## src/design/xml_char_reference_decoder_core_macros.svh

```systemverilog
// assertion helpers shared by the decoder modules
`ifndef XML_CHAR_REFERENCE_DECODER_CORE_MACROS_SVH
`define XML_CHAR_REFERENCE_DECODER_CORE_MACROS_SVH

// condition that must hold on every clock edge out of reset
`define XCR_ASSERT_ALWAYS(label, expr, msg) \
  label: assert property (@(posedge clk) disable iff (rst) (expr)) else $error(msg);

// consequence that must hold in the cycle after the antecedent
`define XCR_ASSERT_NEXT(label, ante, cons, msg) \
  label: assert property (@(posedge clk) disable iff (rst) (ante) |=> (cons)) else $error(msg);

`endif

```

## src/design/xcr_pkg.sv

```systemverilog
package xcr_pkg;

  // decode phase of the reference body
  typedef enum logic [2:0] {
    PH_START = 3'd0,
    PH_NAME  = 3'd1,
    PH_HASH  = 3'd2,
    PH_DEC   = 3'd3,
    PH_HEX   = 3'd4
  } phase_t;

  // byte class found by the front end
  typedef enum logic [2:0] {
    CL_DATA    = 3'd0,
    CL_SEMI    = 3'd1,
    CL_HASH    = 3'd2,
    CL_LOWER_X = 3'd3,
    CL_EOD     = 3'd4
  } class_t;

  // one classified transaction held in the queue
  typedef struct packed {
    class_t     cls;
    logic       dec_ok;
    logic       hex_ok;
    logic [3:0] nibble;
    logic [7:0] ch;
  } entry_t;

  localparam int CODE_W      = 32;
  localparam int NAME_DEPTH  = 4;
  localparam int NAME_IDX_W  = 2;

  localparam logic [2:0] NAME_TOO_LONG = 3'd5;

  localparam logic [7:0] CH_SEMI    = 8'h3B;
  localparam logic [7:0] CH_HASH    = 8'h23;
  localparam logic [7:0] CH_LOWER_X = 8'h78;
  localparam logic [7:0] CH_ZERO    = 8'h30;
  localparam logic [7:0] CH_NINE    = 8'h39;
  localparam logic [7:0] CH_LOWER_A = 8'h61;
  localparam logic [7:0] CH_LOWER_F = 8'h66;
  localparam logic [7:0] CH_UPPER_A = 8'h41;
  localparam logic [7:0] CH_UPPER_F = 8'h46;
  localparam logic [7:0] HEX_LOWER_BIAS = 8'd87;
  localparam logic [7:0] HEX_UPPER_BIAS = 8'd55;

  // known entity names, first character in the top byte
  localparam logic [15:0] NAME_GT   = "gt";
  localparam logic [15:0] NAME_LT   = "lt";
  localparam logic [23:0] NAME_AMP  = "amp";
  localparam logic [31:0] NAME_APOS = "apos";
  localparam logic [31:0] NAME_QUOT = "quot";

  localparam logic [CODE_W-1:0] CODE_GT   = 32'h3E;
  localparam logic [CODE_W-1:0] CODE_LT   = 32'h3C;
  localparam logic [CODE_W-1:0] CODE_AMP  = 32'h26;
  localparam logic [CODE_W-1:0] CODE_APOS = 32'h27;
  localparam logic [CODE_W-1:0] CODE_QUOT = 32'h22;

endpackage

```

## src/design/xcr_front.sv

```systemverilog
module xcr_front (
  input  logic              s_tvalid,
  output logic              s_tready,
  input  logic [7:0]        s_tdata,   // [7:0] data_byte
  input  logic              s_tuser,   // [0] func
  output logic              push_valid,
  input  logic              push_ready,
  output xcr_pkg::entry_t   push_data
);
  import xcr_pkg::*;

  logic       is_dec;
  logic       is_lower;
  logic       is_upper;
  logic [7:0] dec_val;
  logic [7:0] lower_val;
  logic [7:0] upper_val;

  // digit detection and digit values
  always_comb begin
    is_dec    = (s_tdata >= CH_ZERO) && (s_tdata <= CH_NINE);
    is_lower  = (s_tdata >= CH_LOWER_A) && (s_tdata <= CH_LOWER_F);
    is_upper  = (s_tdata >= CH_UPPER_A) && (s_tdata <= CH_UPPER_F);
    dec_val   = s_tdata - CH_ZERO;
    lower_val = s_tdata - HEX_LOWER_BIAS;
    upper_val = s_tdata - HEX_UPPER_BIAS;
  end

  // byte class and queue entry
  always_comb begin
    push_data.ch     = s_tdata;
    push_data.dec_ok = is_dec;
    push_data.hex_ok = is_dec || is_lower || is_upper;
    if (is_dec) begin
      push_data.nibble = dec_val[3:0];
    end else if (is_lower) begin
      push_data.nibble = lower_val[3:0];
    end else if (is_upper) begin
      push_data.nibble = upper_val[3:0];
    end else begin
      push_data.nibble = 4'd0;
    end
    if (s_tuser) begin
      push_data.cls = CL_EOD;
    end else if (s_tdata == CH_SEMI) begin
      push_data.cls = CL_SEMI;
    end else if (s_tdata == CH_HASH) begin
      push_data.cls = CL_HASH;
    end else if (s_tdata == CH_LOWER_X) begin
      push_data.cls = CL_LOWER_X;
    end else begin
      push_data.cls = CL_DATA;
    end
  end

  // handshake toward the queue
  assign push_valid = s_tvalid;
  assign s_tready   = push_ready;

endmodule

```

## src/design/xcr_queue.sv

```systemverilog
module xcr_queue #(
  parameter int DEPTH = 2
) (
  input  logic            clk,
  input  logic            rst,
  input  logic            in_valid,
  output logic            in_ready,
  input  xcr_pkg::entry_t in_data,
  output logic            out_valid,
  input  logic            out_ready,
  output xcr_pkg::entry_t out_data
);
  import xcr_pkg::*;

  localparam int PW = (DEPTH > 1) ? $clog2(DEPTH) : 1;
  localparam int CW = $clog2(DEPTH + 1);
  localparam logic [PW-1:0] LAST = PW'(DEPTH - 1);
  localparam logic [CW-1:0] FULL = CW'(DEPTH);

  entry_t        slots [DEPTH];
  logic [PW-1:0] wr_ptr;
  logic [PW-1:0] rd_ptr;
  logic [CW-1:0] count;
  logic          push;
  logic          pop;

  assign in_ready  = (count != FULL);
  assign out_valid = (count != '0);
  assign push      = in_valid && in_ready;
  assign pop       = out_valid && out_ready;
  assign out_data  = slots[rd_ptr];

  // pointers and fill count
  always_ff @(posedge clk) begin
    if (rst) begin
      wr_ptr <= '0;
      rd_ptr <= '0;
      count  <= '0;
    end else begin
      if (push) begin
        wr_ptr <= (wr_ptr == LAST) ? '0 : wr_ptr + 1'b1;
      end
      if (pop) begin
        rd_ptr <= (rd_ptr == LAST) ? '0 : rd_ptr + 1'b1;
      end
      if (push && !pop) begin
        count <= count + 1'b1;
      end else if (pop && !push) begin
        count <= count - 1'b1;
      end
    end
  end

  // entry storage
  always_ff @(posedge clk) begin
    if (push) begin
      slots[wr_ptr] <= in_data;
    end
  end

`include "xml_char_reference_decoder_core_macros.svh"

  `XCR_ASSERT_ALWAYS(a_count_bound, count <= FULL, "queue count exceeds depth")
  `XCR_ASSERT_NEXT(a_count_up, push && !pop, count == $past(count) + 1'b1, "queue count missed a push")

endmodule

```

## src/design/xcr_back.sv

```systemverilog
module xcr_back (
  input  logic                       clk,
  input  logic                       rst,
  input  logic                       in_valid,
  output logic                       in_ready,
  input  xcr_pkg::entry_t            in_data,
  output logic                       m_tvalid,
  input  logic                       m_tready,
  output logic [xcr_pkg::CODE_W-1:0] m_tdata,   // [31:0] code_point
  output logic                       m_tuser    // [0] by_semicolon
);
  import xcr_pkg::*;

  phase_t              phase;
  phase_t              phase_next;
  logic [CODE_W-1:0]   acc;
  logic [CODE_W-1:0]   acc_next;
  logic [2:0]          name_len;
  logic [2:0]          name_len_next;
  logic [7:0]          name_chars [NAME_DEPTH];
  logic                name_wr;
  logic                emits;
  logic                take;
  logic                res_semi;
  logic [CODE_W-1:0]   res_code;
  logic [CODE_W-1:0]   named;
  logic [CODE_W-1:0]   acc_dec;
  logic [CODE_W-1:0]   acc_hex;
  logic                out_valid_next;

  // only a closing transaction needs the output slot
  assign emits    = (in_data.cls == CL_EOD) || (in_data.cls == CL_SEMI);
  assign in_ready = !emits || !m_tvalid || m_tready;
  assign take     = in_valid && in_ready;

  // digit accumulation, times ten as two shifts
  assign acc_dec = (acc << 3) + (acc << 1) + CODE_W'(in_data.nibble);
  assign acc_hex = (acc << 4) + CODE_W'(in_data.nibble);

  // entity name lookup
  always_comb begin
    named = '0;
    if (name_len == 3'd2 && {name_chars[0], name_chars[1]} == NAME_GT) begin
      named = CODE_GT;
    end else if (name_len == 3'd2 && {name_chars[0], name_chars[1]} == NAME_LT) begin
      named = CODE_LT;
    end else if (name_len == 3'd3 &&
                 {name_chars[0], name_chars[1], name_chars[2]} == NAME_AMP) begin
      named = CODE_AMP;
    end else if (name_len == 3'd4 && {name_chars[0], name_chars[1], name_chars[2],
                                      name_chars[3]} == NAME_APOS) begin
      named = CODE_APOS;
    end else if (name_len == 3'd4 && {name_chars[0], name_chars[1], name_chars[2],
                                      name_chars[3]} == NAME_QUOT) begin
      named = CODE_QUOT;
    end
  end

  // phase transitions and result selection
  always_comb begin
    phase_next    = phase;
    acc_next      = acc;
    name_len_next = name_len;
    name_wr       = 1'b0;
    res_semi      = (in_data.cls == CL_SEMI);
    res_code      = '0;
    case (phase)
      PH_START: begin
        if (in_data.cls == CL_HASH) begin
          phase_next = PH_HASH;
        end else if (!emits) begin
          phase_next    = PH_NAME;
          name_wr       = 1'b1;
          name_len_next = 3'd1;
        end
      end
      PH_NAME: begin
        if (in_data.cls == CL_SEMI) begin
          res_code = named;
        end else if (!emits) begin
          if (name_len < 3'(NAME_DEPTH)) begin
            name_wr       = 1'b1;
            name_len_next = name_len + 1'b1;
          end else begin
            name_len_next = NAME_TOO_LONG;
          end
        end
      end
      PH_HASH: begin
        res_code = acc;
        if (in_data.cls == CL_LOWER_X) begin
          phase_next = PH_HEX;
        end else if (!emits) begin
          phase_next = PH_DEC;
          if (in_data.dec_ok) begin
            acc_next = acc_dec;
          end
        end
      end
      PH_DEC: begin
        res_code = acc;
        if (!emits && in_data.dec_ok) begin
          acc_next = acc_dec;
        end
      end
      PH_HEX: begin
        res_code = acc;
        if (!emits && in_data.hex_ok) begin
          acc_next = acc_hex;
        end
      end
      default: begin
        phase_next = PH_START;
      end
    endcase
    // a closed reference returns to the start phase
    if (emits) begin
      phase_next    = PH_START;
      acc_next      = '0;
      name_len_next = 3'd0;
      name_wr       = 1'b0;
    end
  end

  assign out_valid_next = (take && emits) ? 1'b1 : (m_tready ? 1'b0 : m_tvalid);

  // state and output valid
  always_ff @(posedge clk) begin
    if (rst) begin
      phase    <= PH_START;
      acc      <= '0;
      name_len <= 3'd0;
      m_tvalid <= 1'b0;
    end else begin
      if (take) begin
        phase    <= phase_next;
        acc      <= acc_next;
        name_len <= name_len_next;
      end
      m_tvalid <= out_valid_next;
    end
  end

  // name bytes and result payload
  always_ff @(posedge clk) begin
    if (take && name_wr) begin
      name_chars[name_len[NAME_IDX_W-1:0]] <= in_data.ch;
    end
    if (take && emits) begin
      m_tdata <= res_code;
      m_tuser <= res_semi;
    end
  end

`include "xml_char_reference_decoder_core_macros.svh"

  `XCR_ASSERT_ALWAYS(a_name_len_range, name_len <= NAME_TOO_LONG, "name length out of range")
  `XCR_ASSERT_NEXT(a_close_resets, take && emits, phase == PH_START && acc == '0 && m_tvalid, "close did not reset state or raise a result")

endmodule

```

## src/design/xml_char_reference_decoder_core.sv

```systemverilog
// Decodes the body of an XML character reference (the bytes after '&'),
// one byte per transaction on the slave side, and gives one result per
// ';' byte or end-of-data marker (s_tuser high) on the master side. The
// block takes one byte every cycle while the queue has room: the back end
// updates its phase and accumulator as each byte is taken (times ten is a
// shift-and-add), and a closing byte only waits when the output register is
// full and not being taken. A result passes through the classified byte
// queue and then the output register after its closing byte is accepted.
// Decimal and hex codes wrap modulo 2^32; an unknown or over-long name
// gives code 0.
module xml_char_reference_decoder_core #(
  parameter int QUEUE_DEPTH = 2
) (
  input  logic        clk,
  input  logic        rst,
  input  logic        s_tvalid,
  output logic        s_tready,
  input  logic [7:0]  s_tdata,   // [7:0] data_byte
  input  logic        s_tuser,   // [0] func
  output logic        m_tvalid,
  input  logic        m_tready,
  output logic [31:0] m_tdata,   // [31:0] code_point
  output logic        m_tuser    // [0] by_semicolon
);
  import xcr_pkg::*;

  logic   push_valid;
  logic   push_ready;
  entry_t push_data;
  logic   pop_valid;
  logic   pop_ready;
  entry_t pop_data;

  // byte classification
  xcr_front u_front (
    .s_tvalid   (s_tvalid),
    .s_tready   (s_tready),
    .s_tdata    (s_tdata),
    .s_tuser    (s_tuser),
    .push_valid (push_valid),
    .push_ready (push_ready),
    .push_data  (push_data)
  );

  // decoupling queue
  xcr_queue #(
    .DEPTH (QUEUE_DEPTH)
  ) u_queue (
    .clk       (clk),
    .rst       (rst),
    .in_valid  (push_valid),
    .in_ready  (push_ready),
    .in_data   (push_data),
    .out_valid (pop_valid),
    .out_ready (pop_ready),
    .out_data  (pop_data)
  );

  // phase machine, accumulator and result register
  xcr_back u_back (
    .clk      (clk),
    .rst      (rst),
    .in_valid (pop_valid),
    .in_ready (pop_ready),
    .in_data  (pop_data),
    .m_tvalid (m_tvalid),
    .m_tready (m_tready),
    .m_tdata  (m_tdata),
    .m_tuser  (m_tuser)
  );

endmodule

```

## config.mk

```make
export PLATFORM = sky130hd
export DESIGN_NAME = xml_char_reference_decoder_core
export DESIGN_NICKNAME = d
export VERILOG_FILES = /design/src/design/xcr_pkg.sv /design/src/design/xcr_front.sv /design/src/design/xcr_queue.sv /design/src/design/xcr_back.sv /design/src/design/xml_char_reference_decoder_core.sv
export VERILOG_INCLUDE_DIRS = /design/src /design/src/design
export SDC_FILE = /design/constraint.sdc
export NUM_CORES = 1
export LEC_CHECK = 0
export BUFFER_PORTS_ARGS = -buffer_cell sky130_fd_sc_hd__buf_2
export CAP_MARGIN = 5
export CORE_ASPECT_RATIO = 1.75
export CORE_MARGIN = 2
export CORE_UTILIZATION = 64
export CTS_BUF_LIST = sky130_fd_sc_hd__clkbuf_4 sky130_fd_sc_hd__clkbuf_8
export CTS_CLUSTER_SIZE = 12
export DETAILED_ROUTE_END_ITERATION = 8
export GPL_TIMING_DRIVEN = 0
export PLACE_DENSITY = 0.83
export REMOVE_ABC_BUFFERS = 1
export SLEW_MARGIN = 20
export SYNTH_ARGS = -nofsm -noshare
export SYNTH_HDL_FRONTEND = slang
export SYNTH_HIERARCHICAL = 1
export SYNTH_SLANG_ARGS = --single-unit
```

## constraint.sdc

```tcl
create_clock -name clk -period 3.9 [get_ports clk]
set_input_delay 0.195 -clock clk [delete_from_list [all_inputs] [get_ports clk]]
set_output_delay 0.195 -clock clk [all_outputs]
set_load 0.05 [all_outputs]
```

==> results_dict.tcl, run 1 <==
set metrics [dict create \
    status "finished, final reports clean" \
    worstPathArrival_ns 4.07 \
    clk_path_buf_depth 2 \
    clock_skew_ns 0.0111 \
    place_congestion 0.962 \
    crit_chain "mux2_2 -> inv_1 -> fa_1 -> fa_1 -> nor2b_1 -> o31a_1 -> o31ai_1 -> a31oi_1 -> a31oi_1 -> xor2_1 -> a221oi_2" \
    hold_viol_final 0 \
    synthDominantCellAreaShare 0.361 \
    timing.final.ws_setup_ns 0.191 \
    post_cts_buffers 0 \
    routed-via-count 6224 \
    ys_ff_latch 143 \
    synth_flop_cell "edfxtp_1" \
    worst_slew_pin_slew_ns 0.974 \
    yosys_warnings 6 \
    ioPinCount 48 \
    vias_per_cell 6.39 \
    critPathMaxFanout 17 \
    ir_drop_mv 0.341 \
    die_y_um 154 \
    synth_area_leaders "edfxtp_1, dfxtp_1, ha_1" \
    min_period_over_period 0.951 \
    antenna_cells 0 \
    worst-setup-path-type "reg -> reg" \
    synth_top_cells_by_count "edfxtp_1, ha_1, nor2_1" \
    filler_cell_count 905 \
    synth_cell_types 83 \
    clkSinkCount 143 \
    synth.largest_area_cell "edfxtp_1" \
    crit_required_ns 4.26 \
    h-tree-depth 4 \
    drive_gt1_frac 0.156 \
    synth.avg_cell_area_um2 10.7 \
    cap_viol_max_count 0 \
    cts_tree "yes" \
    num_rows 54 \
    combPwrFrac 0.311 \
    rsz0062_at_grt "false" \
    dp_hpwl_um 13100 \
    period_needed_ns 3.71 \
    start_util 0.659 \
    grt_pass1_vias 6419 \
    io_buffers 47 \
    synth_most_common_cell "edfxtp_1" \
    antenna_found_initial 0 \
    overflow 0 \
    die_w_um 89.8 \
    routedWlPerCell_um 18.7 \
    ant_nets 0 \
    p_switching_mw 1.85 \
    nNetsFinal 875 \
    dieArea_um2 13800 \
    grt_pass1_wl_um 30100 \
    syn_to_final_growth_pct 8.04 \
    fin_util 0.712 \
    setup_viol 0 \
    cp_top_family "compound AO/OA/AOI/OAI gates" \
    tns_ns 0 \
    dr.first_iter.drc_count 301 \
    seq_area_frac_synth 0.468 \
    drtPass1Iterations 5 \
    switching_share 0.396 \
    p_leak_nw 3.48 \
    dp_slack_ns -0.0959 \
    synth_area_um2 8240 \
    critPathMaxStageDelay_ns 0.59 \
    synthArstFlopShare 0 \
    clockPowerShare 0.249 \
    core_um2 12500 \
    internal-power_mw 2.82 \
    syn_inst 768 \
    drt_drc_violations_left 0 \
    routed_wl_um 18300 \
    clk_latency_ns 0.46 \
    slowest_stage "dfxtp_2" \
    hold_class "in -> reg" \
    start_kind "register" \
    max_freq_ghz 0.270 \
    clk_pin_slew_ns 0.09 \
    drv_slew 0 \
    power_density_nw_per_um2 524 \
    numCtsBuffers 17 \
    cp-end-kind "register" \
    slew_headroom 0.350 \
    grt_max_degree 46 \
    critPathBufInv 1 \
    root_buffer "clkbuf_8" \
    synth_edf_count 99 \
    power_frac_seq 0.440 \
    grtUsageTotal 0.270 \
]
## worst register-to-register path: stages, from the launching register on
cell,delay (ns)
dfxtp_2,0.59
mux2_2,0.42
inv_1,0.08
fa_1,0.43
fa_1,0.46
nor2b_1,0.22
o31a_1,0.22
o31ai_1,0.11
a31oi_1,0.47
a31oi_1,0.20
xor2_1,0.19
a221oi_2,0.23
## stage by stage
stage	total power [mW]	hold WS [ns]	cells	area, um2
2_1_floorplan	3.10	0.261	723	7970
6_report	4.66	0.0312	974	8900
4_1_cts	4.68	0.00985	974	8890
3_5_place_dp	3.51	0.412	939	8460
3_3_place_gp	3.41	0.410	938	8410
5_1_grt	4.87	0.0258	974	8900
## cell usage in the layout, fill, tap and decap left out, types with 5 or more instances in the layout
master / n
dfxtp_1: 43
buf_2: 47
clkbuf_8: 17
inv_1: 23
or3_1: 6
nand4_1: 13
xnor2_1: 7
nor2b_1: 31
o21bai_1: 9
a21o_1: 9
mux2_2: 17
o21ai_0: 30
nor4b_1: 5
nor2_1: 52
nand2b_1: 10
a21oi_1: 48
o22ai_1: 14
nor3_1: 17
ha_1: 67
mux2i_1: 6
nand3_1: 10
xor2_1: 15
nand2_1: 52
and2_1: 8
nor4bb_1: 5
a22oi_1: 25
a31oi_1: 10
edfxtp_1: 99
## metal layers
| layer | track usage | vias up | part of all wire |
|---|---|---|---|
| li1 | - | 2943 | - |
| met1 | 0.254 | 2982 | 0.35 |
| met2 | 0.524 | 228 | 0.56 |
| met3 | 0.0446 | 71 | 0.037 |
| met4 | 0.182 | 0 | 0.060 |
| met5 | 0 | - | 0 |
## worst paths after layout
| kind | from | to | slack, ns | cells after the start |
|---|---|---|---|---|
| max | register | u_back/acc[28] | 0.19 | 11 |
| min reg2reg | u_queue/rd_ptr | u_queue/rd_ptr | 0.52 | 2 |
| min | s_tdata[0] | u_queue/slots[0][0] | 0.03 | 1 |
| max reg2reg | register | u_back/acc[28] | 0.19 | 11 |
## cell families (layout without fill, tap and decap cells)
kind of cell	count (synthesis)	after routing	synth area share
compound gates	199	199	0.165
xor+xnor	23	23	0.0254
fa+ha+maj	69	69	0.107
buf+inv	68	106	0.0433
flops	143	143	0.468
mux	24	24	0.0319
simple gates	242	242	0.160
## area by class of cell
class	instances	area [um2]	area share
repair buffers	51	285	0.0321
clock buffers	17	234	0.0263
inverters	23	86.3	0.00970
clock inverters	15	168	0.0188
flip-flops and latches	143	3850	0.433
well taps	168	210	0.0236
multi-input cells	557	4060	0.456
## registers in the layout, indices dropped and copies added (netlist names), named ones only
| register | cells |
|---|---|
| u_back/phase | 3 |
| u_queue/slots | 34 |
| u_back/name_len | 3 |
| u_back/m_tuser | 1 |
| u_back/m_tvalid | 1 |
| u_queue/count | 2 |
| u_back/acc | 32 |
| u_back/name_chars | 32 |
| u_back/m_tdata | 32 |
| u_queue/rd_ptr | 1 |
| u_queue/wr_ptr | 1 |
## what timing repair did
| item | 4_1_cts | 5_1_grt |
|---|---|---|
| setup endpoints to repair | 3 | 1 |
| hold buffers | 3 | 0 |
| resized for setup | 1 | 1 |
| cloned | 0 | 0 |
| endpoints found under the hold margin | 6 | 0 |
## power by group through the flow
stage               Combinational (mW)  Clock, mW  Sequential (mW)
global route                      1.55       1.24             2.08
finish                            1.45       1.16             2.05
CTS                               1.44       1.19             2.05
detailed placement                1.43          0             2.08
floorplan                        0.800          0             2.30
global placement                  1.34          0             2.07
Power figures use the tool's default switching activity.
==> inputs of run 2 (changes only) <==
CORE_UTILIZATION = 57   (was 64)
PLACE_DENSITY = 0.78   (was 0.83)
clock period = 3.04 ns   (was 3.9 ns; I/O delays follow)
==> run 2 against run 1 <==
Compared with the run above:
- the flow now finishes with violations (setup timing)
- sequential share of layout area decreased by 2.4 points
- routed wire length increased by 13%
- utilization decreased by 4.9 points
- largest power group unchanged
==> results_dict.tcl, run 2 (synthesis gave the netlist of run 1 again) <==
set metrics [dict create \
    p_leak_nw 3.69 \
    root_buffer "clkbuf_8" \
    drv_slew 0 \
    fin_util 0.663 \
    hp-start "m_tready" \
    final_cell_mix "edfxtp_1, ha_1, nor2_1, nand2_1, buf_2" \
    drt_drc_violations_left 0 \
    clkSinkCount 143 \
    final_common_cell "edfxtp_1" \
    critPathMaxFanout 5 \
    clk_pin_slew_ns 0.09 \
    clk_path_buf_depth 2 \
    wl_met1_um 6890 \
    num_rows 58 \
    grt_pass1_wl_um 33300 \
    worst_slew_pin_slew_ns 0.963 \
    worst-setup-path-type "reg -> reg" \
    grt_max_degree 46 \
    ioPinCount 48 \
    routed_wl_um 20600 \
    antenna_cells 0 \
    h-tree-depth 4 \
    overflow 0 \
    routed-via-count 6616 \
    period_needed_ns 3.10 \
    grtUsageTotal 0.281 \
    hold_viol_final 0 \
    top_register "u_queue/slots" \
    dr.max_layer_used "met4" \
    antenna_found_initial 0 \
    dr.first_iter.drc_count 561 \
    routedWlPerCell_um 20.2 \
    dp_hpwl_um 13400 \
    dr_wl_met2_um 11500 \
    violations "setup timing" \
    clock_skew_ns 0.0190 \
    dp_slack_ns -0.935 \
    ant_nets 0 \
    die_w_um 94.9 \
    slew_headroom 0.357 \
    nNetsFinal 910 \
    largest_reg_flops 34 \
    filler_cell_count 1109 \
    drive_gt1_frac 0.215 \
    hold_class "in -> reg" \
    dieArea_um2 15500 \
    worstPathArrival_ns 3.42 \
    power_density_nw_per_um2 672 \
    numCtsBuffers 17 \
    hold_depth 3 \
    clk_latency_ns 0.46 \
    die_y_um 163 \
    drtPass1Iterations 5 \
    max_freq_ghz 0.323 \
    cts_tree "yes" \
    start_util 0.579 \
    stdcell_area_um2 9430 \
    crit_required_ns 3.36 \
    placed_area_um2 8470 \
    wl_met3_um 885 \
    syn_to_final_growth_pct 14.5 \
    rsz0062_at_grt "true" \
    status "complete, but fails checks" \
    place_congestion 0.965 \
    grt_pass1_vias 6876 \
    start_kind "register" \
    io_buffers 47 \
    core_um2 14200 \
    setup_viol 5 \
    timing.final.ws_setup_ns -0.0588 \
    power_mw 6.34 \
    ir_drop_mv 0.464 \
    r2r_slack_ns -0.06 \
    cap_viol_max_count 0 \
    r2r_cells 12 \
    min_period_over_period 1.02 \
    vias_per_cell 6.48 \
    cp-end-kind "register" \
]
==> run 2: what timing repair did <==
| item | in CTS | in global routing |
|---|---|---|
| cloned | 4 | 0 |
| resized for setup | 41 | 9 |
| hold buffers | 10 | 0 |
| endpoints found under the setup margin | 32 | 46 |
| setup buffers | 17 | 7 |
| endpoints found under the hold margin | 19 | 0 |
| pin swaps | 28 | 20 |
==> run 2: path summary, 6_finish.rpt <==
path	endpoint
worst min-delay path	u_back/m_tvalid
worst max-delay path	u_back/acc[30]
worst min register to register	u_back/name_len[1]
worst max register to register	u_back/acc[30]
==> run 2: power breakdown <==
group          internal, mW  switching, mW  total [mW]  leakage [nW]
Sequential             2.45          0.163        2.62          1.28
Clock                 0.623          0.905        1.53         0.194
Combinational         0.697           1.50        2.20          2.21
==> run 2: critical path, cell delays in order, from the launching register on <==
cell and delay, ns:
dfxtp_4 0.40, mux2_4 0.33, inv_4 0.06, fa_2 0.45, fa_2 0.43, nor2b_2 0.16
o31a_1 0.20, buf_4 0.16, o21ai_4 0.07, o2bb2ai_4 0.18, nor4_4 0.23, nand4bb_1 0.19
o211ai_1 0.10
==> run 2: layout make-up <==
| cell class | count | area (um2) | share of cell area |
|---|---|---|---|
| clock buffers | 17 | 234 | 0.0248 |
| multi-input cells | 561 | 4310 | 0.457 |
| flip-flops and latches | 143 | 3860 | 0.409 |
| well taps | 180 | 225 | 0.0239 |
| repair buffers | 82 | 547 | 0.0580 |
| clock inverters | 15 | 170 | 0.0180 |
| inverters | 23 | 88.8 | 0.00942 |
==> run 2: metrics by stage <==
step | setup TNS (ns) | hold WS (ns) | std cells
2_1_floorplan | -15.15 | 0.218 | 723
3_3_place_gp | -60.79 | 0.367 | 950
3_5_place_dp | -18.34 | 0.373 | 951
4_1_cts | -0.0610 | 0.0543 | 1014
5_1_grt | -1.39 | 0.0685 | 1021
6_report | -0.206 | 0.0662 | 1021
==> run 2: layer usage <==
metal  vias up  GRT usage
met3       110     0.0535
met4         0      0.181
met1      3216      0.276
li1       3014          -
met5         -          0
met2       276      0.520
